**config.mk**
```make
export PLATFORM = sky130hd
export DESIGN_NAME = vuri_ctrl
export DESIGN_NICKNAME = d
export VERILOG_FILES = /design/src/sv/vuri_pkg.sv /design/src/sv/vuri_ctrl.sv
export SDC_FILE = /design/constraint.sdc
export NUM_CORES = 1
export LEC_CHECK = 0
export BUFFER_PORTS_ARGS = -buffer_cell sky130_fd_sc_hd__buf_2
export CAP_MARGIN = 20
export CELL_PAD_IN_SITES_DETAIL_PLACEMENT = 0
export CELL_PAD_IN_SITES_GLOBAL_PLACEMENT = 1
export CORE_AREA = 2 2 39 41
export DETAILED_ROUTE_END_ITERATION = 8
export DIE_AREA = 0 0 41 43
export GPL_ROUTABILITY_DRIVEN = 0
export PLACE_DENSITY_LB_ADDON = 0.1
export SLEW_MARGIN = 30
export SYNTH_ARGS = -nofsm -noshare
export SYNTH_HDL_FRONTEND = slang
export SYNTH_SLANG_ARGS = --single-unit
```
**constraint.sdc**
```tcl
create_clock -name clk -period 1.1 [get_ports clk]
set_clock_uncertainty 0.15 [all_clocks]
set_input_delay 0.22 -clock clk [delete_from_list [all_inputs] [get_ports clk]]
set_output_delay 0.22 -clock clk [all_outputs]
set_load 0.05 [all_outputs]
```
**src/sv/vuri_pkg.sv**
```systemverilog
// Shared types and constants for the video unit register interface.
// No dependencies; used by the controller, datapath, top level and checker.
package vuri_pkg;

    // Request kinds
    localparam logic [1:0] REQ_READ     = 2'd0;
    localparam logic [1:0] REQ_WRITE    = 2'd1;
    localparam logic [1:0] REQ_VBLANK   = 2'd2;
    localparam logic [1:0] REQ_PRERENDER = 2'd3;

    // CPU register numbers
    localparam logic [2:0] REG_CONTROL = 3'd0;
    localparam logic [2:0] REG_MASK    = 3'd1;
    localparam logic [2:0] REG_STATUS  = 3'd2;
    localparam logic [2:0] REG_OAMADDR = 3'd3;
    localparam logic [2:0] REG_OAMDATA = 3'd4;
    localparam logic [2:0] REG_SCROLL  = 3'd5;
    localparam logic [2:0] REG_ADDR    = 3'd6;
    localparam logic [2:0] REG_DATA    = 3'd7;

    // Storage sizes
    localparam int NAMETABLE_BYTES  = 1024;
    localparam int SPRITE_MEM_BYTES = 256;
    localparam int PATTERN_BYTES    = 8192;
    localparam int PALETTE_BYTES    = 32;
    localparam int NT_AW  = $clog2(2 * NAMETABLE_BYTES);
    localparam int SPR_AW = $clog2(SPRITE_MEM_BYTES);
    localparam int PAT_AW = $clog2(PATTERN_BYTES);
    localparam int PAL_AW = $clog2(PALETTE_BYTES);

    // Palette region starts here in the 14-bit bus space
    localparam logic [13:0] PALETTE_BASE = 14'h3F00;

    typedef struct packed {
        logic [1:0] req_type;
        logic [2:0] reg_addr;
        logic [7:0] write_data;
    } in_item_t;

    typedef struct packed {
        logic [7:0] read_data;
        logic       nmi_pulse;
    } out_item_t;

    // Controller to datapath commands
    typedef struct packed {
        logic capture;
        logic exec;
        logic finish;
    } ctrl_cmd_t;

endpackage

```
**src/sv/vuri_ctrl.sv**
```systemverilog
// Sequencing controller for the video unit register interface.
// Depends on vuri_pkg for the command struct.
module vuri_ctrl (
    input  logic                clk,
    input  logic                rst_n,
    input  logic                in_valid,
    output logic                in_ready,
    output logic                out_valid,
    input  logic                out_ready,
    output vuri_pkg::ctrl_cmd_t cmd
);

    localparam logic [1:0] ST_IDLE = 2'd0;
    localparam logic [1:0] ST_EXEC = 2'd1;
    localparam logic [1:0] ST_RESP = 2'd2;

    logic [1:0] state_reg;
    logic [1:0] state_next;
    logic       out_valid_reg;
    logic       out_valid_next;
    logic       out_free;

    // Output slot can take a new result when empty or being drained
    assign out_free = !out_valid_reg || out_ready;

    always_comb
    begin
        in_ready    = (state_reg == ST_IDLE) || ((state_reg == ST_RESP) && out_free);
        cmd.capture = in_valid && in_ready;
        cmd.exec    = (state_reg == ST_EXEC);
        cmd.finish  = (state_reg == ST_RESP) && out_free;
    end

    // Advance the sequence
    always_comb
    begin
        state_next = state_reg;
        case (state_reg)
            ST_IDLE:
            begin
                if (cmd.capture)
                    state_next = ST_EXEC;
            end
            ST_EXEC:
            begin
                state_next = ST_RESP;
            end
            ST_RESP:
            begin
                if (cmd.finish)
                    state_next = cmd.capture ? ST_EXEC : ST_IDLE;
            end
            default:
            begin
                state_next = ST_IDLE;
            end
        endcase
    end

    // Hold the result until transferred
    always_comb
    begin
        if (cmd.finish)
            out_valid_next = 1'b1;
        else if (out_ready)
            out_valid_next = 1'b0;
        else
            out_valid_next = out_valid_reg;
    end

    always_ff @(posedge clk or negedge rst_n)
    begin
        if (!rst_n)
        begin
            state_reg     <= ST_IDLE;
            out_valid_reg <= 1'b0;
        end
        else
        begin
            state_reg     <= state_next;
            out_valid_reg <= out_valid_next;
        end
    end

    assign out_valid = out_valid_reg;

endmodule

```
==> results.json, run 1 <==
{
  "outcome": "finished, violations left",
  "failed_checks": "setup timing",
  "synth_top_area_cell": "dfrtp_1",
  "clk_pin_slew_ps": 40,
  "drive_gt1_share_pct": 80.6,
  "crit_slowest_cell": "dfrtp_2",
  "design_area_um2": 372,
  "max_freq_mhz": 689,
  "place_area_um2": 243,
  "die_h_um": 43,
  "ff2ff_path_depth": 3,
  "yosysWarningCount": 0,
  "crit_type": "register to output port",
  "drt_iter0_drc": 0,
  "antenna_found_initial": 0,
  "largest_register_ffs": 2,
  "cp_max_fo": 4,
  "grt_max_degree": 6,
  "total_leakage_power_nw": 0.169,
  "rr_endpoint": "state_reg[1]",
  "worstPathCellList": "nor2b_4 -> a21oi_4 -> buf_6",
  "cap_violations": 0,
  "syn_to_final_growth_pct": 141,
  "vias": 165,
  "dpl.hpwl_um": 307,
  "drt_first_pass_iters": 1,
  "synth_area_leaders": "dfrtp_1 49%, nand2b_1 12%, a21oi_1 9.8%",
  "start_util_pct": 11.1,
  "hold_path_depth": 3,
  "cts_root_buffer": "clkbuf_4",
  "cpPeakStageDelay_ps": 350,
  "clkLatencyLatePin_ps": 230,
  "synth.distinct_cells": 9,
  "period_share_pct": 132,
  "r2r_slack_ps": 60,
  "n_antenna_cell": 0,
  "crit_cells": 3,
  "cts_htree_levels": 1,
  "cp-start-kind": "register",
  "worst_pin_slew_ps": 228,
  "clock_path_buffers": 2,
  "viasPerCell": 3.51,
  "ant_nets": 0,
  "clock_sinks": 3,
  "synth_seq_cells": 3,
  "synth_top_area_share_pct": 48.8,
  "layout.nets": 36,
  "rows": 14,
  "ios": 9,
  "grt_pass1_vias": 175,
  "final_hold_viol_count": 0,
  "layout_setup_ws_ps": -350,
  "syn-instance-count": 16,
  "fillers": 160,
  "synth.cell_area_um2": 154,
  "cp.buffers_inverters": 1,
  "finalCriticalPeriod_ps": 1450,
  "hold_path_class": "input pin to register",
  "avgRoutedWirePerCell_um": 9.32,
  "grt_pass1_wl_um": 731,
  "cp-end-kind": "output port",
  "avgSynthCellArea_um2": 9.62,
  "wl_um": 438,
  "setup_tns_ps": -1610,
  "crit_end": "cmd[2]",
  "cts_buffers": 3,
  "vdd_drop_max_mv": 0.704,
  "grt_overflow": 0,
  "seq_area_frac_synth_pct": 48.8,
  "setup_viol": 5,
  "rsz0062_at_grt": "yes",
  "core_area_um2": 1380,
  "rr_startpoint": "state_reg[0]",
  "path_delay_family": "flip-flops",
  "critical_path.startpoint": "out_valid",
  "syn_nets": 20,
  "port_buffers": 8,
  "final-max-slew-violation-count": 0,
  "die_x_um": 41,
  "grt.total_usage_pct": 7.42,
  "hold_ws_ps": 108,
  "required_ps": 730,
  "cts_tree": "built",
  "die_area_um2": 1760,
  "drc": 0,
  "relSlewSlack_pct": 84.8,
  "powerDensity_nw_per_um2": 1680,
  "arrival_ps": 1080
}
## cell usage after synthesis
cell,number
nand2_1,1
a21oi_1,3
dfrtp_1,3
o21bai_1,1
nand2b_1,3
nor2b_1,1
nor2_1,1
buf_4,2
nor2b_2,1
## worst min-delay path by stage
stage,start,endpoint,slack (ps)
6_report,in_valid,state_reg[0],110
5_1_grt,in_valid,state_reg[0],110
4_1_cts,in_valid,state_reg[0],100
3_5_place_dp,rst_n,state_reg[0],-130
3_3_place_gp,rst_n,state_reg[1],-130
2_1_floorplan,rst_n,out_valid,-230
## timing repair
action | in CTS | in global routing
hold buffers | 1 | 0
buffers inserted | 1 | 1
hold endpoints to repair | 3 | 0
endpoints found under the setup margin | 6 | 5
gates resized for setup | 17 | 3
pin swaps | 1 | 0
## layer usage
layer	routed length, µm	global-route usage, %
met4	0	8.00
met5	0	0
met1	156	6.73
met2	234	8.13
met3	47	7.85
## final cells by class
type | count | area (µm²) | area share (%)
timing repair buffer | 13 | 119 | 32.0
multi-input combinational | 11 | 129 | 34.7
tap | 16 | 20.0 | 5.39
sequential | 3 | 77.6 | 20.9
clock buffer | 4 | 26.3 | 7.07
## where the power goes
part	leakage, nW	total, mW	internal [mW]	switching (mW)
sequential	0.0354	0.153	0.128	0.0251
combinational	0.118	0.275	0.130	0.145
clock	0.0150	0.195	0.136	0.0592
total	0.169	0.624	0.394	0.229
## kinds of logic (layout without fill, tap and decap cells)
logic type	after synthesis	count (layout)	synth area share [%]
AOI/OAI and AO/OA	4	4	14.6
buffers and inverters	2	17	9.75
and+or+nand+nor	7	7	26.8
DFF	3	3	48.8
## metrics by stage
stage / power [mW] / instances / setup WS [ps] / util [%]
detailed placement: 0.330 / 40 / -250 / 17.5
floorplan: 0.294 / 16 / -283 / -
global route: 0.668 / 47 / -409 / 26.9
CTS: 0.612 / 46 / -361 / 25.1
global placement: 0.330 / 40 / -248 / 17.5
finish: 0.624 / 47 / -350 / 26.9
## layout by cell type (no fill, tap or decap), drive strengths merged
| cell type | count |
|---|---|
| a21oi | 3 |
| buf | 12 |
| clkbuf | 4 |
| dfrtp | 3 |
| dlygate4sd3 | 1 |
| nand2 | 1 |
| nand2b | 3 |
| nor2 | 1 |
| nor2b | 2 |
| o21bai | 1 |
## worst min-delay path, stage by stage
cell and delay, ps:
buf_2 110, nand2b_4 70, a21oi_1 40
Power figures use the tool's default switching activity.
==> run 2, diff against run 1 <==
clock period = 1.8 ns   (was 1.1 ns; I/O delays follow)
==> run 2 against run 1 <==
The run now ends clean. Core utilization shrank 9.9 points. Design area shrank 37%. First-iteration DRC count grew 3. Sequential power shrank 44%. Global-route usage shrank 1.1 points. Critical endpoint is now in_ready. Largest cell class is now registers.
==> results.json, run 2 (synthesis results as in run 1) <==
{
  "outcome": "completed",
  "final-max-slew-violation-count": 0,
  "rr_startpoint": "state_reg[0]",
  "crit_type": "register to output port",
  "multi_input_area_um2": 63.8,
  "core_area_um2": 1380,
  "period_share_pct": 94.6,
  "clock_sinks": 3,
  "cts_htree_levels": 1,
  "drc": 0,
  "grt.total_usage_pct": 6.33,
  "port_buffers": 8,
  "fillers": 170,
  "antenna_found_initial": 0,
  "drt_first_pass_iters": 3,
  "critical_path.startpoint": "out_valid",
  "cap_violations": 0,
  "total_leakage_power_nw": 0.119,
  "vdd_drop_max_mv": 0.499,
  "place_ws_ps": 335,
  "avgRoutedWirePerCell_um": 9.79,
  "drive_gt1_share_pct": 44.4,
  "min_from": "in_valid",
  "powerDensity_nw_per_um2": 1290,
  "largest_register_ffs": 2,
  "layout_commonest_cell": "buf_2",
  "arrival_ps": 1190,
  "seq_area_um2": 75.1,
  "die_h_um": 43,
  "die_area_um2": 1760,
  "grt_pass1_vias": 157,
  "n_antenna_cell": 0,
  "layout_setup_ws_ps": 97.7,
  "ios": 9,
  "max_freq_mhz": 587,
  "start_util_pct": 11.1,
  "syn_to_final_growth_pct": 52.8,
  "worst_pin_slew_ps": 252,
  "relSlewSlack_pct": 83.3,
  "cts_tree": "built",
  "clock_path_buffers": 2,
  "wl_um": 421,
  "cp-end-kind": "output port",
  "die_x_um": 41,
  "drt_iter0_drc": 3,
  "cts_root_buffer": "clkbuf_4",
  "grt_overflow": 0,
  "setup_viol": 0,
  "hold_path_class": "input pin to register",
  "cts_buffers": 3,
  "vias": 147,
  "place_area_um2": 199,
  "viasPerCell": 3.42,
  "clkLatencyLatePin_ps": 240,
  "cp-start-kind": "register",
  "layout.nets": 32,
  "r2r_slack_ps": 850,
  "rows": 14,
  "design_area_um2": 235,
  "finalCriticalPeriod_ps": 1700,
  "hold_path_depth": 3,
  "rsz0062_at_grt": "no",
  "whs_endpoint": "state_reg[0]",
  "grt_pass1_wl_um": 621,
  "final_hold_viol_count": 0,
  "cp_max_fo": 4,
  "required_ps": 1290,
  "layout_common_cells": "8 x buf_2, 3 x nand2b_1, 3 x a21oi_1, 3 x clkbuf_4, 3 x dfrtp_1",
  "p_total_mw": 0.303,
  "clk_pin_slew_ps": 40,
  "rr_endpoint": "state_reg[1]",
  "ff2ff_path_depth": 2,
  "grt_max_degree": 6,
  "ant_nets": 0
}
==> run 2: cell types whose count changed in the layout (fill, tap and decap cells not counted), sizes merged <==
cell | before | now
buf | 12 | 8
==> run 2: area by class of cell <==
cell class,count,share of cell area [%]
clock buffers,4,11.2
well taps,16,8.51
repair buffers,9,21.3
flip-flops and latches,3,31.9
multi-input cells,11,27.1
==> run 2: through the flow <==
stage / instances / setup TNS (ps) / hold WS, ps / utilization (%)
detailed placement: 38 / 0 / 10.4 / 14.4
finish: 43 / 0 / 239 / 17.0
CTS: 43 / 0 / 233 / 17.0
global route: 43 / 0 / 254 / 17.0
global placement: 38 / 0 / 9.27 / 14.4
floorplan: 16 / -612 / -85.6 / -
==> run 2: routing by layer <==
layer,global-route usage [%],routed length (µm)
met1,5.14,150
met2,7.50,201
met5,0,0
met4,4.00,0
met3,8.90,69
==> run 2: power by group <==
| group | switching, mW | internal [mW] | total, mW |
|---|---|---|---|
| Clock | 0.0409 | 0.0835 | 0.124 |
| Sequential | 0.00803 | 0.0770 | 0.0850 |
| Combinational | 0.0695 | 0.0242 | 0.0937 |
==> run 2: critical path, cell delays in order (launching register included) <==
cell and delay (ps):
dfrtp_1 370, nor2b_2 180, a21oi_1 130, buf_2 270
==> run 2: how the worst max path moves through the flow <==
| stage | end | slack (ps) | depth (start not counted) |
|---|---|---|---|
| after CTS | in_ready | 80 | 3 |
| after global placement | cmd[2] | 320 | 4 |
| after detailed placement | in_ready | 330 | 4 |
| after global routing | cmd[2] | 20 | 3 |
| final | in_ready | 100 | 3 |
| after floorplan | cmd[2] | -310 | 2 |
==> run 2: repair_timing <==
item,CTS,global route
hold buffers,1,0
buffers inserted,0,0
endpoints found under the hold margin,3,0
gates resized for setup,0,0
